===== src/sv/mexp_pkg.sv =====
// Shared constants and types for the modular exponentiation core.
// No dependencies; compiled first.
package mexp_pkg;

    localparam int FIELD_W = 32;
    localparam int WIDTH   = 32;
    localparam int CNT_W   = $clog2(WIDTH);

    typedef logic [FIELD_W-1:0] t_field;
    typedef logic [WIDTH-1:0]   t_word;
    typedef logic [CNT_W-1:0]   t_cnt;

    typedef enum logic [4:0] {
        S_IDLE   = 5'b00001,
        S_REDUCE = 5'b00010,
        S_SQUARE = 5'b00100,
        S_MULT   = 5'b01000,
        S_FINISH = 5'b10000
    } t_state;

    typedef enum logic [1:0] {
        OP_REDUCE,
        OP_SQUARE,
        OP_MULT
    } t_op;

    typedef struct packed {
        logic load;
        logic step;
        t_op  op;
        logic start_mul;
        logic write_base;
        logic write_acc;
        logic exp_shift;
        logic write_result;
    } t_dp_cmd;

    typedef struct packed {
        logic exp_zero;
        logic exp_msb;
    } t_dp_status;

endpackage


===== src/sv/mexp_in_if.sv =====
// Input channel: one word carries base, exponent and modulus.
// Depends on mexp_pkg.
interface mexp_in_if import mexp_pkg::*; ();
    logic   valid;
    logic   ready;
    t_field base;
    t_field exponent;
    t_field modulus;

    modport source (output valid, base, exponent, modulus, input ready);
    modport sink   (input valid, base, exponent, modulus, output ready);
endinterface


===== src/sv/mexp_out_if.sv =====
// Output channel: one word carries the result.
// Depends on mexp_pkg.
interface mexp_out_if import mexp_pkg::*; ();
    logic   valid;
    logic   ready;
    t_field result;

    modport source (output valid, result, input ready);
    modport sink   (input valid, result, output ready);
endinterface


===== src/sv/mexp_datapath.sv =====
// Datapath: operand registers and one shift-add modular step unit.
// Driven by mexp_ctrl through t_dp_cmd; depends on mexp_pkg.
module mexp_datapath import mexp_pkg::*; (
    input  logic       i_clk,
    input  logic       i_rst_n,
    input  t_dp_cmd    i_cmd,
    input  t_field     i_base,
    input  t_field     i_exponent,
    input  t_field     i_modulus,
    output t_dp_status o_status,
    output t_field     o_result
);

    t_word  r_mod;
    t_word  r_exp;
    t_word  r_base;
    t_word  r_acc;
    t_word  r_prod;
    t_word  r_bsh;
    logic   r_exp_zero;
    t_field r_result;

    logic             w_bit;
    t_word            w_addend;
    logic [WIDTH+1:0] w_sum;
    logic [WIDTH+1:0] w_mod1;
    logic [WIDTH+1:0] w_mod2;
    logic [WIDTH+1:0] w_sub1;
    logic [WIDTH+1:0] w_sub2;
    t_word            w_step;
    t_word            w_acc_next;

    assign w_bit = r_bsh[WIDTH-1];

    always_comb begin
        case (i_cmd.op)
            OP_REDUCE: w_addend = {{(WIDTH-1){1'b0}}, w_bit};
            OP_SQUARE: w_addend = w_bit ? r_acc : '0;
            OP_MULT:   w_addend = w_bit ? r_base : '0;
            default:   w_addend = '0;
        endcase
    end

    // 2*prod + addend < 3*mod: subtract 0, mod or 2*mod
    assign w_sum  = {1'b0, r_prod, 1'b0} + {2'b00, w_addend};
    assign w_mod1 = {2'b00, r_mod};
    assign w_mod2 = {1'b0, r_mod, 1'b0};
    assign w_sub1 = w_sum - w_mod1;
    assign w_sub2 = w_sum - w_mod2;

    always_comb begin
        if (w_sum >= w_mod2) begin
            w_step = w_sub2[WIDTH-1:0];
        end else if (w_sum >= w_mod1) begin
            w_step = w_sub1[WIDTH-1:0];
        end else begin
            w_step = w_sum[WIDTH-1:0];
        end
    end

    assign w_acc_next = i_cmd.write_acc ? w_step : r_acc;

    always_ff @(posedge i_clk) begin
        if (i_cmd.load) begin
            r_mod      <= WIDTH'(i_modulus);
            r_exp      <= WIDTH'(i_exponent);
            r_bsh      <= WIDTH'(i_base);
            r_prod     <= '0;
            r_acc      <= (WIDTH'(i_modulus) == WIDTH'(1)) ? '0 : WIDTH'(1);
            r_exp_zero <= (WIDTH'(i_exponent) == '0);
        end else begin
            if (i_cmd.start_mul) begin
                r_prod <= '0;
                r_bsh  <= w_acc_next;
            end else if (i_cmd.step) begin
                r_prod <= w_step;
                r_bsh  <= {r_bsh[WIDTH-2:0], 1'b0};
            end
            if (i_cmd.write_base) begin
                r_base <= w_step;
            end
            if (i_cmd.write_acc) begin
                r_acc <= w_step;
            end
            if (i_cmd.exp_shift) begin
                r_exp <= {r_exp[WIDTH-2:0], 1'b0};
            end
        end
        if (i_cmd.write_result) begin
            r_result <= r_exp_zero ? FIELD_W'(1) : FIELD_W'(r_acc);
        end
    end

    assign o_status.exp_zero = r_exp_zero;
    assign o_status.exp_msb  = r_exp[WIDTH-1];
    assign o_result          = r_result;

    a_prod_reduced: assert property (@(posedge i_clk) disable iff (!i_rst_n)
        (i_cmd.step && !i_cmd.load && r_mod != '0) |=> (r_prod < r_mod))
        else $error("partial product not below modulus");

    a_start_clears: assert property (@(posedge i_clk) disable iff (!i_rst_n)
        (i_cmd.start_mul && !i_cmd.load) |=> (r_prod == '0))
        else $error("product not cleared at multiply start");

endmodule


===== src/sv/mexp_ctrl.sv =====
// Controller: sequences base reduction, squarings and multiplies per exponent bit.
// Drives mexp_datapath through t_dp_cmd; depends on mexp_pkg.
module mexp_ctrl import mexp_pkg::*; (
    input  logic       i_clk,
    input  logic       i_rst_n,
    input  logic       i_in_valid,
    output logic       o_in_ready,
    output logic       o_out_valid,
    input  logic       i_out_ready,
    input  t_dp_status i_status,
    output t_dp_cmd    o_cmd
);

    t_state r_state, n_state;
    t_cnt   r_cnt, n_cnt;
    t_cnt   r_ecnt, n_ecnt;
    logic   r_out_valid, n_out_valid;

    logic w_cnt_last;
    logic w_ecnt_last;

    assign w_cnt_last  = (r_cnt == CNT_W'(WIDTH - 1));
    assign w_ecnt_last = (r_ecnt == CNT_W'(WIDTH - 1));

    always_comb begin
        n_state    = r_state;
        n_cnt      = r_cnt;
        n_ecnt     = r_ecnt;
        o_cmd      = '0;
        o_cmd.op   = OP_REDUCE;
        o_in_ready = 1'b0;
        case (r_state)
            S_IDLE: begin
                o_in_ready = i_rst_n;
                if (i_in_valid && i_rst_n) begin
                    o_cmd.load = 1'b1;
                    n_cnt      = '0;
                    n_state    = S_REDUCE;
                end
            end
            S_REDUCE: begin
                if (i_status.exp_zero) begin
                    n_state = S_FINISH;
                end else begin
                    o_cmd.step = 1'b1;
                    o_cmd.op   = OP_REDUCE;
                    n_cnt      = w_cnt_last ? '0 : r_cnt + CNT_W'(1);
                    if (w_cnt_last) begin
                        o_cmd.write_base = 1'b1;
                        o_cmd.start_mul  = 1'b1;
                        n_ecnt           = '0;
                        n_state          = S_SQUARE;
                    end
                end
            end
            S_SQUARE: begin
                o_cmd.step = 1'b1;
                o_cmd.op   = OP_SQUARE;
                n_cnt      = w_cnt_last ? '0 : r_cnt + CNT_W'(1);
                if (w_cnt_last) begin
                    o_cmd.write_acc = 1'b1;
                    if (i_status.exp_msb) begin
                        o_cmd.start_mul = 1'b1;
                        n_state         = S_MULT;
                    end else begin
                        o_cmd.exp_shift = 1'b1;
                        if (w_ecnt_last) begin
                            n_state = S_FINISH;
                        end else begin
                            o_cmd.start_mul = 1'b1;
                            n_ecnt          = r_ecnt + CNT_W'(1);
                        end
                    end
                end
            end
            S_MULT: begin
                o_cmd.step = 1'b1;
                o_cmd.op   = OP_MULT;
                n_cnt      = w_cnt_last ? '0 : r_cnt + CNT_W'(1);
                if (w_cnt_last) begin
                    o_cmd.write_acc = 1'b1;
                    o_cmd.exp_shift = 1'b1;
                    if (w_ecnt_last) begin
                        n_state = S_FINISH;
                    end else begin
                        o_cmd.start_mul = 1'b1;
                        n_ecnt          = r_ecnt + CNT_W'(1);
                        n_state         = S_SQUARE;
                    end
                end
            end
            S_FINISH: begin
                if (!r_out_valid || i_out_ready) begin
                    o_cmd.write_result = 1'b1;
                    n_state            = S_IDLE;
                end
            end
            default: begin
                n_state = S_IDLE;
            end
        endcase
        n_out_valid = (r_out_valid && !i_out_ready) || o_cmd.write_result;
    end

    always_ff @(posedge i_clk) begin
        if (!i_rst_n) begin
            r_state     <= S_IDLE;
            r_cnt       <= '0;
            r_ecnt      <= '0;
            r_out_valid <= 1'b0;
        end else begin
            r_state     <= n_state;
            r_cnt       <= n_cnt;
            r_ecnt      <= n_ecnt;
            r_out_valid <= n_out_valid;
        end
    end

    assign o_out_valid = r_out_valid;

    a_no_overwrite: assert property (@(posedge i_clk) disable iff (!i_rst_n)
        o_cmd.write_result |-> (!r_out_valid || i_out_ready))
        else $error("result register overwritten while held");

    a_accept_starts: assert property (@(posedge i_clk) disable iff (!i_rst_n)
        (i_in_valid && o_in_ready) |=> (r_state == S_REDUCE && r_cnt == '0))
        else $error("accepted word did not start reduction");

    a_mult_count: assert property (@(posedge i_clk) disable iff (!i_rst_n)
        (r_state == S_MULT && !w_cnt_last) |=>
            (r_state == S_MULT && r_cnt == $past(r_cnt) + CNT_W'(1)))
        else $error("multiply step count broken");

    a_finish_valid: assert property (@(posedge i_clk) disable iff (!i_rst_n)
        o_cmd.write_result |=> (r_out_valid && r_state == S_IDLE))
        else $error("result not presented after finish");

endmodule


===== src/sv/modular_exponentiation_core.sv =====
// Modular exponentiation core: base^exponent mod modulus, square-and-multiply.
// Instantiates mexp_ctrl and mexp_datapath; depends on mexp_pkg, mexp_in_if, mexp_out_if.
//
//  channel  dir  word fields                    handshake
//  i_in     in   base, exponent, modulus (32b)  valid/ready
//  o_out    out  result (32b)                   valid/ready
//
// One word at a time. A zero exponent goes straight to the finish state;
// otherwise the base is reduced, then each exponent bit takes a squaring
// and, for a one bit, a multiply, on the one-bit-per-cycle shift-add modular
// multiplier. The result sits in an output register, so a new word is taken
// while it waits. Synchronous active-low reset clears the controller only.
module modular_exponentiation_core import mexp_pkg::*; (
    input logic        i_clk,
    input logic        i_rst_n,
    mexp_in_if.sink    i_in,
    mexp_out_if.source o_out
);

    t_dp_cmd    w_cmd;
    t_dp_status w_status;
    logic       w_in_ready;
    logic       w_out_valid;
    t_field     w_result;

    mexp_ctrl u_ctrl (
        .i_clk       (i_clk),
        .i_rst_n     (i_rst_n),
        .i_in_valid  (i_in.valid),
        .o_in_ready  (w_in_ready),
        .o_out_valid (w_out_valid),
        .i_out_ready (o_out.ready),
        .i_status    (w_status),
        .o_cmd       (w_cmd)
    );

    mexp_datapath u_datapath (
        .i_clk      (i_clk),
        .i_rst_n    (i_rst_n),
        .i_cmd      (w_cmd),
        .i_base     (i_in.base),
        .i_exponent (i_in.exponent),
        .i_modulus  (i_in.modulus),
        .o_status   (w_status),
        .o_result   (w_result)
    );

    assign i_in.ready   = w_in_ready;
    assign o_out.valid  = w_out_valid;
    assign o_out.result = w_result;

endmodule

===== src/flat_wrapper.sv =====
// flat-port wrapper written by rule: the top's interface ports become plain ports
module modular_exponentiation_core_flat import mexp_pkg::*;
  (i_clk, i_rst_n, i_in_valid, i_in_base, i_in_exponent, i_in_modulus, i_in_ready, o_out_valid, o_out_result, o_out_ready);
  mexp_in_if i_in_i ();
  mexp_out_if o_out_i ();
  input logic i_clk;
  input logic i_rst_n;
  input wire logic [$bits(i_in_i.valid)-1:0] i_in_valid;
  input wire logic [$bits(i_in_i.base)-1:0] i_in_base;
  input wire logic [$bits(i_in_i.exponent)-1:0] i_in_exponent;
  input wire logic [$bits(i_in_i.modulus)-1:0] i_in_modulus;
  output wire logic [$bits(i_in_i.ready)-1:0] i_in_ready;
  output wire logic [$bits(o_out_i.valid)-1:0] o_out_valid;
  output wire logic [$bits(o_out_i.result)-1:0] o_out_result;
  input wire logic [$bits(o_out_i.ready)-1:0] o_out_ready;
  assign i_in_i.valid = i_in_valid;
  assign i_in_i.base = i_in_base;
  assign i_in_i.exponent = i_in_exponent;
  assign i_in_i.modulus = i_in_modulus;
  assign i_in_ready = i_in_i.ready;
  assign o_out_valid = o_out_i.valid;
  assign o_out_result = o_out_i.result;
  assign o_out_i.ready = o_out_ready;
  modular_exponentiation_core u_core (.i_clk(i_clk), .i_rst_n(i_rst_n), .i_in(i_in_i), .o_out(o_out_i));
endmodule

===== config.mk =====
export PLATFORM = sky130hd
export DESIGN_NAME = modular_exponentiation_core_flat
export DESIGN_NICKNAME = d
export VERILOG_FILES = /design/src/sv/mexp_pkg.sv /design/src/sv/mexp_in_if.sv /design/src/sv/mexp_out_if.sv /design/src/sv/mexp_datapath.sv /design/src/sv/mexp_ctrl.sv /design/src/sv/modular_exponentiation_core.sv /design/src/flat_wrapper.sv
export SDC_FILE = /design/constraint.sdc
export NUM_CORES = 1
export LEC_CHECK = 0
export ABC_AREA = 1
export BUFFER_PORTS_ARGS = -buffer_cell sky130_fd_sc_hd__buf_2
export CORE_MARGIN = 2
export CORE_UTILIZATION = 45
export CTS_CLUSTER_SIZE = 8
export DETAILED_ROUTE_END_ITERATION = 8
export PLACE_DENSITY = 0.64
export SYNTH_ARGS = -nofsm -noshare
export SYNTH_HDL_FRONTEND = slang
export SYNTH_SLANG_ARGS = --single-unit

===== constraint.sdc =====
create_clock -name i_clk -period 13.1 [get_ports i_clk]
set_input_delay 0.655 -clock i_clk [delete_from_list [all_inputs] [get_ports i_clk]]
set_output_delay 0.655 -clock i_clk [all_outputs]
set_load 0.01 [all_outputs]

==> metrics.txt, run 1 <==
WP data arrival=7.10 ns; Final Wtd Congestion=0.985; Slew Viols, Final=0; Worst path most repeated cell=nand2_1; Final Cycle Share=0.511; final setup vio count=0; slew margin rel.=0.225; post-DP HPWL=54800 um; Final Total Pwr=0.00356 W; max_cap viols=0; WL/cell=around 20 um; total congestion overflow=0; WP depth=34; initial drt markers=1528; non-filler cells, final=~3300; site row count=73; status=completed; die area=41700 um^2; CTS tree=yes; hold endpoint=u_core.u_datapath.r_mod[18]; peak fanout along the critical path=34; Seq/Total Area, Yosys=0.357; TritonCTS buffer count=36; FMAX=149 MHz; RR Startpoint=u_core.u_ctrl.r_state[0]; ANT nets after route=0; max incr delay on CP=~0.56 ns; fin nets=2970; largest net degree at the start of global routing=77; IO Pins=134; core area=roughly 40000 um^2; worst reg2reg endpoint=u_core.u_datapath.r_bsh[9]; Post-CTS Setup Inserts=0; H-tree lvl count=2; FFs w/ async S/R, synth=0; Area Growth Syn to Fin=12.3%; post_cts resized=0; antenna violations before repair=0; CP Class=reg -> reg; delay-heaviest family, CP=simple AND/OR/NAND/NOR gates; R2R setup slack=between 6 and 7 ns; Worst Path Required=13.51 ns; syn_area_per_cell=6.82 um^2; Hold Path Class=in -> reg; ys flop type=edfxtp_1; total track usage=0.323; Final WS setup=6.40 ns; layout cells sized above 1=0.103; PwrDens=176 nW/um^2; Root Driver=clkbuf_16; skew final=0.0340 ns; vias in the first global route=~17000; CTS sink cnt=241; hold depth=1; # DRC=0; first-pass iteration count of the detailed router=6; Worst-Margin Slew=around 1.2 ns; crit path launch type=flip-flop; Port-buffer cells=133; mapped cell area=18000 um^2; Netlist cell types=49; IR drop worst, VDD=0.112 mV; ant diodes=0; Synth Warn #=0; Die Y=204 um; Clock Pin Slew Worst Setup and Hold Paths=about 0.06 ns; Final Hold Fails=0; clk_lat worst skew=0.56 ns; CTS Buffer Depth=3; Reg2Reg Depth=34; vias=17642; cells after synthesis=2646; crit path capture type=flip-flop; dpl ws=6.66 ns; RSZ-0062 raised after global routing=no; min-delay src=i_in_modulus[18]; Initial Util=0.455; Die W=around 200 um; post-synthesis net count=2848; Setup TNS=0 ns; Post-synth EDFFs=161; DR vias/cell=5.31; post-layout min period=6.70 ns; final WL=67400 um; Bufs and invs on worst path=5; Synth Register Bits=241; first-pass GRT wire length=101000 um; CP max stage cell=nand2_2; CTS Hold Buffers Added=0; # placed instances=between 3000 and 4000; P_leak=10.6 nW
[cells by family (layout without fill, tap and decap cells)]
| logic type | after synthesis | count (layout) | synth area share |
|---|---|---|---|
| compound gates | 258 | 258 | 0.0829 |
| mux | 1 | 1 | 0.000555 |
| flops | 241 | 241 | 0.357 |
| fa+ha+maj | 102 | 102 | 0.0720 |
| buf+inv | 535 | 684 | 0.116 |
| simple gates | 1455 | 1455 | 0.346 |
| xor+xnor | 54 | 54 | 0.0262 |
[per-stage QoR]
step                instance area, um^2  hold slack, ns   util
finish                            20300           0.284  0.511
global route                      20300           0.274  0.511
CTS                               20300           0.259  0.511
detailed placement                19200           0.465  0.484
global placement                  19200           0.461  0.484
floorplan                         18000           0.440      -
[synth_stat cells (3+ instances only)]
cell type	number	area (um^2)
a22o_1	26	228
nand3_2	22	220
clkbuf_1	35	131
xnor2_1	18	158
or2_2	34	213
nor4_1	20	125
buf_4	6	45.0
nor2_2	10	62.6
o21a_1	3	22.5
o21ai_0	68	340
nor2_1	188	706
buf_2	17	85.1
and2_1	13	81.3
nand4_1	61	382
xor2_1	36	315
a21oi_1	120	601
buf_6	5	56.3
inv_1	467	1750
nand2_2	18	113
nand3_1	123	616
dfxtp_1	80	1600
nand2_1	926	3480
o21bai_1	16	120
o21ai_1	6	30.0
fa_1	3	60.1
nor3_1	28	140
ha_1	99	1240
edfxtp_1	161	4830
nand3b_1	5	37.5
a21o_1	6	45.0
[flip-flops by register name, summed over array words and instances (netlist names)]
register / flops
u_core.u_datapath.r_prod: 32
u_core.u_ctrl.r_ecnt: 5
u_core.u_datapath.o_result: 32
u_core.u_ctrl.r_cnt: 5
u_core.u_datapath.r_exp_zero: 1
u_core.u_ctrl.r_state: 5
u_core.u_datapath.r_mod: 32
u_core.u_ctrl.o_out_valid: 1
u_core.u_datapath.r_bsh: 32
u_core.u_datapath.r_base: 32
u_core.u_datapath.r_exp: 32
u_core.u_datapath.r_acc: 32
[metal layers]
| metal | vias up | wire (um) | global-route usage |
|---|---|---|---|
| met5 | - | 0 | 0 |
| met4 | 0 | 3100 | 0.136 |
| met3 | 146 | 4770 | 0.0560 |
| met2 | 666 | 31400 | 0.536 |
| met1 | 8187 | 28200 | 0.416 |
| li1 | 8643 | - | - |
[worst max-delay path by stage]
stage,to,start,slack [ns]
global route,u_core.u_datapath.r_bsh[9],u_core.u_ctrl.r_state[0],6.05
global placement,u_core.u_datapath.r_bsh[9],u_core.u_ctrl.r_state[1],6.51
detailed placement,u_core.u_datapath.r_bsh[9],u_core.u_ctrl.r_state[0],6.66
CTS,u_core.u_datapath.r_bsh[9],u_core.u_ctrl.r_state[0],6.60
finish,u_core.u_datapath.r_bsh[9],u_core.u_ctrl.r_state[0],6.40
floorplan,u_core.u_datapath.r_bsh[23],u_core.u_ctrl.r_state[1],8.80
[power breakdown]
part / switching (W) / internal, W
combinational: 0.00116 / 0.000467
clock: 0.000362 / 0.000529
sequential: 0.0000482 / 0.000996
[final cells by class]
class,count,area [um^2]
Tap cell,525,657
Timing Repair Buffer,148,778
Clock inverter,4,50.0
Fill cell,4104,19400
Multi-Input combinational cell,1870,9560
Clock buffer,61,1020
Inverter,471,1770
Sequential cell,241,6440
[layout by cell type (no fill, tap or decap), drive strengths merged]
cell	count
nand2	945
inv	471
nor2	199
edfxtp	161
buf	148
nand3	146
a21oi	121
ha	99
dfxtp	80
o21ai	74
nand4	61
clkbuf	61
xor2	36
or2	35
nor3	29
a22o	26
nor4	20
xnor2	18
o21bai	16
and2	13
a21o	6
nand3b	5
a21boi	4
clkinv	4
o21a	3
fa	3
a31oi	2
and3	2
a211oi	2
o31ai	2
o221ai	1
o211ai	1
mux2i	1
Power figures use the tool's default switching activity.
==> inputs of run 2 (changes only) <==
==> constraint.sdc (replaced) <==
create_clock -name i_clk -period 6.7 [get_ports i_clk]
set_input_delay 0.335 -clock i_clk [delete_from_list [all_inputs] [get_ports i_clk]]
set_output_delay 0.335 -clock i_clk [all_outputs]
set_load 0.01 [all_outputs]
==> metrics.txt, run 2 (synthesis results as in run 1) <==
antenna violations before repair=0; Port-buffer cells=~130; ANT nets after route=0; Final Hold Fails=0; crit path capture type=flip-flop; vias=17838; DR vias/cell=roughly 5.3; largest net degree at the start of global routing=70; initial drt markers=1723; core area=between 30000 and 40000 um^2; Worst Path Required=7.01 ns; Hold WS=0.0393 ns; WP data arrival=between 6 and 7 ns; Root Driver=clkbuf_16; RSZ-0062 raised after global routing=no; CTS Buffer Depth=3; site row count=73; Clock Pin Slew Worst Setup and Hold Paths=roughly 0.050 ns; max_cap viols=0; Post-CTS Setup Inserts=0; Setup TNS=0 ns; Hold Path Class=in -> reg; die area=41700 um^2; post-DP HPWL=about 54000 um; CP Class=reg -> reg; final setup vio count=0; most common library cell in the layout ignoring fill and taps=nand2_1; max incr delay on CP=approximately 0.45 ns; skew final=0.0296 ns; P_int=about 0.004 W; Die W=204 um; final WL=67700 um; Final Wtd Congestion=approximately 0.98; fin nets=3010; Area Growth Syn to Fin=14.9%; logic gate share of total power=0.460; PwrDens=343 nW/um^2; clock share of power=0.254; Final WS setup=0.432 ns; status=completed; total track usage=0.324; # DRC=0; TritonCTS buffer count=37; P_leak=10.8 nW; CTS sink cnt=between 200 and 250; Initial Util=0.455; FMAX=between 150 and 200 MHz; Slew Viols, Final=0; H-tree lvl count=2; total congestion overflow=0; most frequent cells in the layout=nand2_1 (926), inv_1 (466), nor2_1 (185), edfxtp_1 (161), buf_2 (133); CP max stage cell=xor2_1; NetSw=roughly 0.0031 W; Final Cycle Share=0.936; crit path launch type=flip-flop; peak fanout along the critical path=34; IO Pins=approximately 130; # fillers=roughly 4000; slew margin rel.=0.277; Seq pwr share=0.286; Die Y=204 um; CTS tree=yes; first-pass iteration count of the detailed router=6; post_cts resized=0; Worst-Margin Slew=1.08 ns; clk_lat worst skew=0.57 ns; post-layout min period=6.27 ns; IR drop worst, VDD=0.201 mV; CTS Hold Buffers Added=32; layout cells sized above 1=0.105; switching share of total power=0.442; Core Util, Final=0.523; first-pass GRT wire length=~100000 um; dpl ws=0.654 ns; Worst path most repeated cell=nand2_1; WL/cell=between 20 and 25 um; ant diodes=0; vias in the first global route=17194
==> run 2: cell types whose count changed in the layout (fill, tap and decap cells not counted) <==
cell,previous run,this run
clkinv_4,0,1
clkbuf_8,0,3
buf_12,0,3
clkinv_16,0,1
buf_4,15,19
inv_6,1,0
clkbuf_1,24,22
dlygate4sd3_1,0,32
==> run 2: per-stage QoR <==
| step | area, um^2 | std cells | total power (W) |
|---|---|---|---|
| after floorplan | 18000 | 2646 | 0.00412 |
| after global placement | 19300 | 3262 | 0.00523 |
| after detailed placement | 19300 | 3262 | 0.00523 |
| after CTS | 20700 | 3361 | 0.00706 |
| after global routing | 20700 | 3361 | 0.00747 |
| final | 20700 | 3361 | 0.00712 |
==> run 2: power groups by stage <==
| stage | Combinational [W] | Sequential (W) | Clock (W) |
|---|---|---|---|
| floorplan | 0.00208 | 0.00205 | 0 |
| global placement | 0.00317 | 0.00205 | 0 |
| detailed placement | 0.00317 | 0.00206 | 0 |
| CTS | 0.00319 | 0.00204 | 0.00183 |
| global route | 0.00352 | 0.00206 | 0.00189 |
| finish | 0.00327 | 0.00204 | 0.00181 |
==> run 2: final timing paths <==
kind / start / to / slack, ns / depth (start not counted)
max: u_core.u_ctrl.r_state[0] / u_core.u_datapath.r_bsh[9] / 0.43 / 34
min: i_rst_n / u_core.u_ctrl.r_state[0] / 0.04 / 2
max reg2reg: u_core.u_ctrl.r_state[0] / u_core.u_datapath.r_bsh[9] / 0.43 / 34
min reg2reg: u_core.u_datapath.r_prod[30] / u_core.u_datapath.r_prod[30] / 0.46 / 2
==> run 2: critical path, delay by kind of cell (launching register included) <==
family | cells | cell delay [ns]
AO/OA/AOI/OAI | 4 | 0.89
XOR/XNOR | 1 | 0.45
buffers and inverters | 5 | 0.81
flip-flops | 1 | 0.31
AND/OR/NAND/NOR | 21 | 2.43
adder cells (fa/ha/maj) | 3 | 1.11
==> run 2: area by class of cell <==
cell class,count,area [um^2],area share
Clock buffer,62,1050,0.0506
Clock inverter,5,80.1,0.00386
Inverter,471,1770,0.0852
Multi-Input combinational cell,1870,9560,0.461
Sequential cell,241,6440,0.310
Tap cell,525,657,0.0317
Timing Repair Buffer,187,1190,0.0573
==> run 2: per-layer routing <==
metal  global-route usage  vias to the layer above  routed length [um]
met5                    0                        -                   0
met1                0.419                     8247               28500
met3               0.0442                      167                4240
met4                0.156                        0                3340
met2                0.533                      691               31600
li1                     -                     8733                   -
